==> config.mk <==
export PLATFORM = sky130hd
export DESIGN_NAME = led_row_driver_command_slave
export DESIGN_NICKNAME = d
export VERILOG_FILES = /design/src/rtl/core/lrd_pkg.sv /design/src/rtl/core/lrd_ctrl.sv /design/src/rtl/core/lrd_datapath.sv /design/src/rtl/core/led_row_driver_command_slave.sv
export SDC_FILE = /design/constraint.sdc
export NUM_CORES = 1
export LEC_CHECK = 0
export BUFFER_PORTS_ARGS = -buffer_cell sky130_fd_sc_hd__clkbuf_2
export CORE_MARGIN = 8
export CORE_UTILIZATION = 40
export CTS_CLUSTER_SIZE = 30
export DETAILED_ROUTE_END_ITERATION = 10
export GPL_TIMING_DRIVEN = 1
export MAX_ROUTING_LAYER = met4
export REMOVE_ABC_BUFFERS = 1
export SKIP_LAST_GASP = 1
export SLEW_MARGIN = 10
export SYNTH_ARGS = -nofsm -noshare
export SYNTH_HDL_FRONTEND = slang
export SYNTH_SLANG_ARGS = --single-unit
==> constraint.sdc <==
create_clock -name clock -period 2.2 [get_ports clock]
set_clock_uncertainty 0.2 [all_clocks]
set_input_delay 0.33 -clock clock [delete_from_list [all_inputs] [get_ports clock]]
set_output_delay 0.33 -clock clock [all_outputs]
set_load 0.02 [all_outputs]
==> src/rtl/core/lrd_pkg.sv <==
// lrd_pkg: shared types and constants of the led row driver command slave
// no dependencies; imported by every module of the block
`timescale 1ns / 1ps

package lrd_pkg;

   // display geometry
   localparam int LINES       = 8;
   localparam int LINE_IDX_W  = (LINES > 1) ? $clog2(LINES) : 1;
   localparam int CNT_W       = 4;
   localparam int BYTE_W      = 8;
   localparam int WIDTH_W     = 4;
   localparam int RSP_DATA_W  = 24;

   // protocol codes and reset values
   localparam logic [BYTE_W-1:0]  ADDR_CHANGE_CODE = 8'hFE;
   localparam logic [BYTE_W-1:0]  ADDR_RESET       = 8'h10;
   localparam logic [WIDTH_W-1:0] WIDTH_RESET      = 4'd8;
   localparam logic [CNT_W-1:0]   LINES_RESET      = 4'd8;
   localparam logic [BYTE_W-1:0]  SELECT_ALL_OFF   = 8'hFF;

   // request kinds carried on req_tuser
   localparam logic OP_COMMAND = 1'b0;
   localparam logic OP_REFRESH = 1'b1;

   // command byte parser
   typedef enum logic [1:0] {
      PROTO_IDLE,
      PROTO_HEADER,
      PROTO_PAYLOAD,
      PROTO_NEWADDR
   } proto_state_type;

   // refresh sequencer
   typedef enum logic {
      SEQ_IDLE,
      SEQ_SCAN
   } seq_state_type;

   // controller to datapath
   typedef struct packed {
      logic take_addr;
      logic take_header;
      logic take_payload;
      logic start_scan;
      logic emit_line;
   } lrd_cmd_type;

   // datapath to controller
   typedef struct packed {
      logic is_change_code;
      logic addr_match;
      logic no_lines;
      logic last_line;
      logic out_free;
   } lrd_sts_type;

endpackage

==> src/rtl/core/lrd_ctrl.sv <==
// lrd_ctrl: command byte parser and refresh sequencer state machines
// depends on lrd_pkg
`timescale 1ns / 1ps

module lrd_ctrl (
   input  logic                clock,
   input  logic                reset,
   input  logic                req_tvalid,
   output logic                req_tready,
   input  logic                req_tuser,
   input  lrd_pkg::lrd_sts_type sts,
   output lrd_pkg::lrd_cmd_type cmd
);
   import lrd_pkg::*;

   proto_state_type proto_ff, proto_in;
   seq_state_type   seq_ff, seq_in;
   logic            accept;

   // state registers
   always_ff @(posedge clock) begin
      if (reset) begin
         proto_ff <= PROTO_IDLE;
         seq_ff   <= SEQ_IDLE;
      end else begin
         proto_ff <= proto_in;
         seq_ff   <= seq_in;
      end
   end

   // next state and commands
   always_comb begin
      proto_in   = proto_ff;
      seq_in     = seq_ff;
      cmd        = '0;
      req_tready = (seq_ff == SEQ_IDLE);
      accept     = req_tvalid && req_tready;

      // command byte transaction
      if (accept && (req_tuser == OP_COMMAND)) begin
         case (proto_ff)
            PROTO_IDLE: begin
               if (sts.is_change_code) begin
                  proto_in = PROTO_NEWADDR;
               end else if (sts.addr_match) begin
                  proto_in = PROTO_HEADER;
               end
            end
            PROTO_NEWADDR: begin
               cmd.take_addr = 1'b1;
               proto_in      = PROTO_IDLE;
            end
            PROTO_HEADER: begin
               cmd.take_header = 1'b1;
               proto_in        = PROTO_PAYLOAD;
            end
            PROTO_PAYLOAD: begin
               cmd.take_payload = 1'b1;
               proto_in         = PROTO_IDLE;
            end
            default: begin
               proto_in = PROTO_IDLE;
            end
         endcase
      end

      // refresh sequencing
      case (seq_ff)
         SEQ_IDLE: begin
            if (accept && (req_tuser == OP_REFRESH) && !sts.no_lines) begin
               cmd.start_scan = 1'b1;
               seq_in         = SEQ_SCAN;
            end
         end
         SEQ_SCAN: begin
            if (sts.out_free) begin
               cmd.emit_line = 1'b1;
               if (sts.last_line) begin
                  seq_in = SEQ_IDLE;
               end
            end
         end
         default: begin
            seq_in = SEQ_IDLE;
         end
      endcase
   end

endmodule

==> src/rtl/core/lrd_datapath.sv <==
// lrd_datapath: address, header and line store registers, scan counter, output register
// depends on lrd_pkg; driven by lrd_ctrl commands
`timescale 1ns / 1ps

module lrd_datapath (
   input  logic                              clock,
   input  logic                              reset,
   input  logic [lrd_pkg::BYTE_W-1:0]        req_tdata,
   input  logic                              csr_valid,
   output logic                              csr_ready,
   input  logic [lrd_pkg::CNT_W-1:0]         csr_data,
   output logic                              rsp_tvalid,
   input  logic                              rsp_tready,
   output logic [lrd_pkg::RSP_DATA_W-1:0]    rsp_tdata,
   output logic                              rsp_tlast,
   input  lrd_pkg::lrd_cmd_type              cmd,
   output lrd_pkg::lrd_sts_type              sts
);
   import lrd_pkg::*;

   logic [CNT_W-1:0]      lines_ff;
   logic [BYTE_W-1:0]     addr_ff;
   logic [WIDTH_W-1:0]    pend_width_ff;
   logic [CNT_W-1:0]      pend_line_ff;
   logic [WIDTH_W-1:0]    shared_width_ff;
   logic [BYTE_W-1:0]     store_ff [LINES];
   logic [LINE_IDX_W-1:0] idx_ff;
   logic [CNT_W-1:0]      count_ff;
   logic [CNT_W-1:0]      lines_clamped;
   logic [BYTE_W-1:0]     select_in;
   logic                  rsp_valid_ff;
   logic [BYTE_W-1:0]     rsp_select_ff;
   logic [BYTE_W-1:0]     rsp_bits_ff;
   logic [WIDTH_W-1:0]    rsp_count_ff;
   logic                  rsp_last_ff;

   assign csr_ready = 1'b1;

   // clamp the scan length to the physical line count
   assign lines_clamped = (lines_ff > CNT_W'(LINES)) ? CNT_W'(LINES) : lines_ff;

   // status toward the controller
   assign sts.is_change_code = (req_tdata == ADDR_CHANGE_CODE);
   assign sts.addr_match     = (req_tdata == addr_ff);
   assign sts.no_lines       = (lines_clamped == '0);
   assign sts.last_line      = ((CNT_W'(idx_ff) + CNT_W'(1)) == count_ff);
   assign sts.out_free       = !rsp_valid_ff || rsp_tready;

   // line register
   always_ff @(posedge clock) begin
      if (reset) begin
         lines_ff <= LINES_RESET;
      end else if (csr_valid && csr_ready) begin
         lines_ff <= csr_data;
      end
   end

   // protocol registers and line store
   always_ff @(posedge clock) begin
      if (reset) begin
         addr_ff         <= ADDR_RESET;
         pend_width_ff   <= '0;
         pend_line_ff    <= '0;
         shared_width_ff <= WIDTH_RESET;
         for (int i = 0; i < LINES; i++) begin
            store_ff[i] <= BYTE_W'(1 << (i % BYTE_W));
         end
      end else begin
         if (cmd.take_addr) begin
            addr_ff <= req_tdata;
         end
         if (cmd.take_header) begin
            pend_width_ff <= req_tdata[WIDTH_W-1:0];
            pend_line_ff  <= req_tdata[BYTE_W-1:WIDTH_W];
         end
         if (cmd.take_payload) begin
            shared_width_ff <= pend_width_ff;
            // out-of-range line index writes nothing
            if (pend_line_ff < CNT_W'(LINES)) begin
               store_ff[pend_line_ff[LINE_IDX_W-1:0]] <= req_tdata;
            end
         end
      end
   end

   // scan counter
   always_ff @(posedge clock) begin
      if (reset) begin
         idx_ff   <= '0;
         count_ff <= '0;
      end else if (cmd.start_scan) begin
         idx_ff   <= '0;
         count_ff <= lines_clamped;
      end else if (cmd.emit_line) begin
         idx_ff <= idx_ff + LINE_IDX_W'(1);
      end
   end

   // active-low one-hot select of the current line
   assign select_in = SELECT_ALL_OFF & ~(BYTE_W'(1) << idx_ff);

   // output register valid
   always_ff @(posedge clock) begin
      if (reset) begin
         rsp_valid_ff <= 1'b0;
      end else if (cmd.emit_line) begin
         rsp_valid_ff <= 1'b1;
      end else if (rsp_tready) begin
         rsp_valid_ff <= 1'b0;
      end
   end

   // output register payload
   always_ff @(posedge clock) begin
      if (cmd.emit_line) begin
         rsp_select_ff <= select_in;
         rsp_bits_ff   <= store_ff[idx_ff];
         rsp_count_ff  <= shared_width_ff;
         rsp_last_ff   <= sts.last_line;
      end
   end

   assign rsp_tvalid = rsp_valid_ff;
   assign rsp_tdata  = {(RSP_DATA_W - 2*BYTE_W - WIDTH_W)'(0),
                        rsp_count_ff, rsp_bits_ff, rsp_select_ff};
   assign rsp_tlast  = rsp_last_ff;

endmodule

==> src/rtl/core/led_row_driver_command_slave.sv <==
// led_row_driver_command_slave: top level, joins controller and datapath
// depends on lrd_pkg, lrd_ctrl, lrd_datapath
//
//   channel  direction  handshake              payload
//   req      in         req_tvalid/req_tready  tdata = data_byte, tuser = operation
//   rsp      out        rsp_tvalid/rsp_tready  tdata = select/bits/count, tlast = last line
//   csr      in         csr_valid/csr_ready    csr_data = lines_in_use
//
// a refresh scans n lines, one line a cycle while the output register is empty or rsp_tready is high,
// from the scan counter into the single output register.
// a refresh with zero lines gives no transaction.
// rsp_tready low while a line is held stalls the scan; req_tready is low while a scan is in progress.
// synchronous active-high reset restores address 0x10, width 8 and the store pattern.
`timescale 1ns / 1ps

module led_row_driver_command_slave (
   input  logic                             clock,
   input  logic                             reset,
   input  logic                             req_tvalid,
   output logic                             req_tready,
   input  logic [lrd_pkg::BYTE_W-1:0]       req_tdata,   // [7:0] data_byte
   input  logic                             req_tuser,   // [0] operation
   output logic                             rsp_tvalid,
   input  logic                             rsp_tready,
   output logic [lrd_pkg::RSP_DATA_W-1:0]   rsp_tdata,   // [7:0] row_select, [15:8] row_bits,
                                                         // [19:16] bit_count, [23:20] zero
   output logic                             rsp_tlast,   // last_line
   input  logic                             csr_valid,
   output logic                             csr_ready,
   input  logic [lrd_pkg::CNT_W-1:0]        csr_data
);
   import lrd_pkg::*;

   lrd_cmd_type cmd;
   lrd_sts_type sts;

   // control
   lrd_ctrl u_ctrl (
      .clock      (clock),
      .reset      (reset),
      .req_tvalid (req_tvalid),
      .req_tready (req_tready),
      .req_tuser  (req_tuser),
      .sts        (sts),
      .cmd        (cmd)
   );

   // datapath
   lrd_datapath u_datapath (
      .clock      (clock),
      .reset      (reset),
      .req_tdata  (req_tdata),
      .csr_valid  (csr_valid),
      .csr_ready  (csr_ready),
      .csr_data   (csr_data),
      .rsp_tvalid (rsp_tvalid),
      .rsp_tready (rsp_tready),
      .rsp_tdata  (rsp_tdata),
      .rsp_tlast  (rsp_tlast),
      .cmd        (cmd),
      .sts        (sts)
   );

endmodule

# Word-level counts from Yosys, hierarchy flattened
# Memories as Yosys holds them, arrays and structs flattened. A register that Yosys moved wholly into a read port is not among the register bits.
# Index checks and enable logic that the tools add are counted.
# Widths: inputs -> output; s select.
# classes
n_eq_ne	7
bitwise_logic	3
mux	26
n_shift	1
reduce_logical	14
n_addsub	2
n_lt_le_gt_ge	2
# ops
cell	n
$mux 1	18
$eq 8x8->1	1
$eq 8x8->1 const B	1
$mux 8	1
$not 8->8	1
$reduce_or 8->1	1
$shl 1x3->8 const A	1
$mux 3	2
$pmux 2 s3	1
$add 3x1->4 const B	1
$eq 2x2->1 const B	2
$eq 4x4->1	1
$gt 4x4->1 const B	1
$logic_and 1x1->1	4
$logic_not 4->1	1
$lt 4x4->1 const B	1
$mux 2	2
$mux 4	1
$reduce_or 2->1	2
$add 3x1->3 const B	1
$ne 3x3->1 const B	1
$eq 2x1->1 const B	1
$logic_not 1->1	2
$logic_not 2->1	1
other kinds (5)	6
# word_totals
wordCells	69
inputBits	18
mem_bits_rw	64
reg_bits	48
out_inout_bits	28
mem_count	1
# mem_list
name	depth	width	rd	rd_clocked_by_memory_dff	wr	line_no	source
u_datapath.store_ff	8	8	1	1	8	lrd_datapath.sv:26	logic [BYTE_W-1:0] store_ff [LINES];

# Longest topological paths before layout
# depth
ltp_word	9
ltp_mapped	7
depth_no_buf	6

# Cells and area by module
# Synthesis repeated with hierarchy kept, for this count alone.
# hier_totals
cells_unflattened	403
hier_area_um2	5287.6
# by_module_without_submodules
mod	area_per_inst_um2	seq_area_each_um2	cells_per_inst	n_inst
lrd_datapath	5099.9	3193.1	381	1
lrd_ctrl	187.7	60.1	22	1

# Least setup slack after synthesis
# Ideal clock, no wire load.
# synth_timing
path_type	register -> register
from	register u_ctrl.seq_ff
to	register u_datapath.idx_ff[2]
slack_ps	-203
setup_ps	104
t_required_ps	1896
arrival_time_ps	2099
n_path_buf	0
stages_incl_launch_ff	5
path_cell_list	dfxtp_1 > inv_1 > nor2_1 > nor2_1 > a2111oi_2
# synth_via
elab_chain_len	7
# synth_lines
element	line_no	source
from (decl)	lrd_ctrl.sv:17	seq_state_type seq_ff, seq_in;
from (signal assigned)	lrd_ctrl.sv:27	seq_ff <= seq_in;
$not 1->1	lrd_ctrl.sv:36	req_tready = (seq_ff == SEQ_IDLE);
via req_tready	led_row_driver_command_slave.sv:20	output logic req_tready,
$logic_and 1x1->1	lrd_ctrl.sv:37	accept = req_tvalid && req_tready;
$logic_and 1x1->1 (2 in a row)	lrd_ctrl.sv:70	if (accept && (req_tuser == OP_REFRESH) && !sts.no_lines) begin
$mux 1	lrd_ctrl.sv:70	
$mux 1	lrd_ctrl.sv:68	case (seq_ff)
$reduce_or 2->1 (no source line)	--	
to (signal assigned)	lrd_datapath.sv:95	idx_ff <= idx_ff + LINE_IDX_W'(1);
to (decl)	lrd_datapath.sv:27	logic [LINE_IDX_W-1:0] idx_ff;
# The timed path passes the listed nets, and every way through them passes these cells.
# A chain may end at the register's enable or synchronous reset.

==> flow_metrics.env <==
export IMPL_post_synth_instance_area_um2=5340
export IMPL_clk_latency_ns=0.41
export IMPL_min_period_ns=1.92
export IMPL_clock_root_buffer="sky130_fd_sc_hd__clkbuf_16"
export IMPL_syn2layout_area_growth_pct=21.4
export IMPL_detail_routed_via_count_per_cell=4.87
export IMPL_fillerInstances=1181
export IMPL_ys_dominant_reg_cell="sky130_fd_sc_hd__edfxtp_1"
export IMPL_floorplan_core_area_um2=13100
export IMPL_synth_seq_cells=120
export IMPL_status="completed"
export IMPL_hp_class="input port to flop"
export IMPL_yosysSeqAreaShare=0.610
export IMPL_hold_violations=0
export IMPL_netSwitchingPower_mw=1.19
export IMPL_number_of_enable_type_register_cells_in_the_synthesized_netlist=85
export IMPL_place_inst=620
export IMPL_post_synth_cell_area_avg_um2=13.2
export IMPL_post_synth_inst_count=405
export IMPL_max_clock_path_buffers=2
export IMPL_synth_top_cell_area_share=0.478
export IMPL_finalSetupViolCount=0
export IMPL_grt_pass1_wl_mm=17.9
export IMPL_port_buffers=40
export IMPL_final_net_count=491
export IMPL_post_cts_gate_resize_count=0
export IMPL_grt_antenna_before_repair=1
export IMPL_drive_gt1_frac=0.263
export IMPL_synthTopCellsByCount="sky130_fd_sc_hd__edfxtp_1, sky130_fd_sc_hd__and2_1, sky130_fd_sc_hd__nor2_1"
export IMPL_timing_worst_setup_path_type="flop to flop"
export IMPL_max_clock_freq_mhz=521
export IMPL_worst_ep_arrival_time_ns=1.82
export IMPL_yosys_cell_count_top_type="sky130_fd_sc_hd__edfxtp_1"
export IMPL_fp_dieW_um=131
export IMPL_seq_area_um2=3250
export IMPL_fp_dieH_um=131
export IMPL_power_per_cell_area_nw_per_um2=878
export IMPL_starting_density_of_the_core=0.406
export IMPL_p_comb_frac=0.066
export IMPL_ys_types=43
export IMPL_routed_via_count=3197
export IMPL_route_detailed_drc=0
export IMPL_place_detailed_hpwl_mm=7.57
export IMPL_grt_start_max_net_pins=30
export IMPL_vdd_drop_max_uv=582
export IMPL_critical_path_peak_fanout=9
export IMPL_power_share_clock=0.490
export IMPL_clk_transition_reported_paths_ns=0.05
export IMPL_multiInputGateArea_um2=1930
export IMPL_post_place_setup_slack_ns=0.158
export IMPL_design_portCount=46
export IMPL_critPathRequiredTime_ns=2.10
export IMPL_finalWirelength_mm=11.2
export IMPL_yosysWarnings=0
export IMPL_start_kind="flop"
export IMPL_netlist_top_cell_by_area="sky130_fd_sc_hd__edfxtp_1"
export IMPL_worstSetupEndpointType="flop"
export IMPL_cts_sink_count=120
export IMPL_route_antenna_remaining_nets=0
export IMPL_worst_slack_ns=0.279
export IMPL_sw_frac_of_total=0.209
export IMPL_rsz0062_at_grt="no"
export IMPL_synthTopCellsByArea="sky130_fd_sc_hd__edfxtp_1, sky130_fd_sc_hd__dfxtp_1, sky130_fd_sc_hd__mux4_2"
export IMPL_drt_first_pass_iters=4
export IMPL_first_iter_violations=180
export IMPL_gr_total_overflow=0
export IMPL_ys_async_sr_fraction=0
export IMPL_power_sequential_fraction=0.443
export IMPL_tritoncts_num_buffers=17
export IMPL_cts_max_level=4
export IMPL_max_cap_check_violation_count=0
export IMPL_first_global_vias=3274
export IMPL_setup_tns_final_ns=0
export IMPL_timing_max_transition_violations_final=0
export IMPL_all_layer_global_routing_usage=0.139
export IMPL_rows=42
export IMPL_p_leak_nw=2.52
export IMPL_final_min_period_over_clock_period=0.873
export IMPL_routabilityCongestion=0.750
export IMPL_cts_tree="built"
export IMPL_final_instance_count_excl_fill=657
export IMPL_design_die_area_um2=17300
export IMPL_cell_internal_pwr_mw=4.50
export IMPL_post_route_util=0.493
export IMPL_route_detailed_wl_per_inst_um=17.0
[cell families after synthesis]
logic type | after synthesis | share of synthesized area
XOR/XNOR | 12 | 0.0197
AO/OA/AOI/OAI | 9 | 0.0136
flip-flops | 120 | 0.610
AND/OR/NAND/NOR | 177 | 0.192
other | 2 | 0.00141
buffers and inverters | 36 | 0.0310
multiplexers | 43 | 0.118
adder cells (fa/ha/maj) | 6 | 0.0141
[path summary, 6_finish.rpt]
kind | startpoint | end | slack [ns] | cells after the start
worst max-delay path | u_ctrl.seq_ff | u_datapath.store_ff[7][5] | 0.28 | 4
worst min register to register | u_datapath.shared_width_ff[1] | u_datapath.rsp_count_ff[1] | 0.23 | 0
worst max register to register | u_ctrl.seq_ff | u_datapath.store_ff[7][5] | 0.28 | 4
worst min-delay path | rsp_tready | u_datapath.rsp_tvalid | 0.04 | 4
[power groups by stage]
stage / clock (mW) / combinational [mW] / sequential, mW
floorplan: 0 / 0.174 / 2.60
global placement: 0 / 0.371 / 2.56
detailed placement: 0 / 0.376 / 2.57
CTS: 2.85 / 0.384 / 2.52
global route: 2.95 / 0.409 / 2.52
finish: 2.79 / 0.376 / 2.52
[registers in the layout, indices dropped and copies added (netlist names)]
| name | cells |
|---|---|
| u_datapath.store_ff | 64 |
| u_datapath.rsp_select_ff | 8 |
| u_ctrl.seq_ff | 1 |
| u_datapath.idx_ff | 3 |
| u_datapath.addr_ff | 8 |
| u_datapath.pend_line_ff | 4 |
| u_datapath.rsp_tvalid | 1 |
| u_datapath.rsp_bits_ff | 8 |
| u_datapath.shared_width_ff | 4 |
| u_datapath.rsp_count_ff | 4 |
| u_datapath.count_ff | 4 |
| u_datapath.rsp_tlast | 1 |
| u_datapath.pend_width_ff | 4 |
| u_ctrl.proto_ff | 2 |
| u_datapath.lines_ff | 4 |
[final cells by class]
type                    instances  area share
diodes                          1    0.000386
clock buffers                  26      0.0806
clock inverters                 6      0.0129
inverters                       8     0.00464
multi-input cells             252       0.298
flip-flops and latches        120       0.502
well taps                     176      0.0340
repair buffers                 68      0.0669
[critical path, cell delays in order (launching register included)]
cell and delay (ns):
sky130_fd_sc_hd__dfxtp_1 0.35, sky130_fd_sc_hd__nor3b_4 0.28, sky130_fd_sc_hd__nand3_1 0.30, sky130_fd_sc_hd__nor2_1 0.20, sky130_fd_sc_hd__or2_2 0.27
[metal layers]
layer | GRT usage | vias up | routed length, um
li1 | - | 1543 | -
met1 | 0.164 | 1579 | 5040
met2 | 0.214 | 62 | 5510
met3 | 0.0431 | 13 | 432
met4 | 0.0676 | 0 | 186
met5 | - | - | 0
[through the flow]
step           total power [mW]  cell area, um2  hold slack (ns)
6_report                   5.68            6470           0.0412
5_1_grt                    5.88            6470           0.0330
4_1_cts                    5.75            6470           0.0111
3_5_place_dp               2.94            5830            0.223
3_3_place_gp               2.93            5830            0.214
2_1_floorplan              2.77            5210            0.199
[placed cells by master, fill, tap and decap left out, types with 2 or more instances in the layout]
master and n:
sky130_fd_sc_hd__edfxtp_1 85, sky130_fd_sc_hd__and2_1 55, sky130_fd_sc_hd__clkbuf_2 40, sky130_fd_sc_hd__nor2_1 38
sky130_fd_sc_hd__dfxtp_1 35, sky130_fd_sc_hd__nand2_1 34, sky130_fd_sc_hd__mux2i_1 27, sky130_fd_sc_hd__buf_4 23
sky130_fd_sc_hd__clkbuf_16 19, sky130_fd_sc_hd__mux4_2 16, sky130_fd_sc_hd__xor2_1 10, sky130_fd_sc_hd__inv_1 8
sky130_fd_sc_hd__or2_2 8, sky130_fd_sc_hd__ha_1 6, sky130_fd_sc_hd__nor2b_1 5, sky130_fd_sc_hd__or3_1 5
sky130_fd_sc_hd__nor3_1 5, sky130_fd_sc_hd__conb_1 5, sky130_fd_sc_hd__clkbuf_1 5, sky130_fd_sc_hd__nor4_4 4
sky130_fd_sc_hd__nand2b_1 4, sky130_fd_sc_hd__dlygate4sd3_1 4, sky130_fd_sc_hd__and2b_1 3, sky130_fd_sc_hd__a211o_1 3
sky130_fd_sc_hd__nand3_1 2, sky130_fd_sc_hd__xnor2_1 2, sky130_fd_sc_hd__a21oi_1 2, sky130_fd_sc_hd__nor4_1 2
sky130_fd_sc_hd__bufinv_16 2, sky130_fd_sc_hd__clkinv_2 2, sky130_fd_sc_hd__clkbuf_8 2
[repair_timing]
item	in CTS	in global routing
hold buffers	4	0
endpoints found under the setup margin	0	0
hold endpoints to repair	4	0
buffers inserted	0	0
No activity file was read; power rests on OpenSTA's default activity.
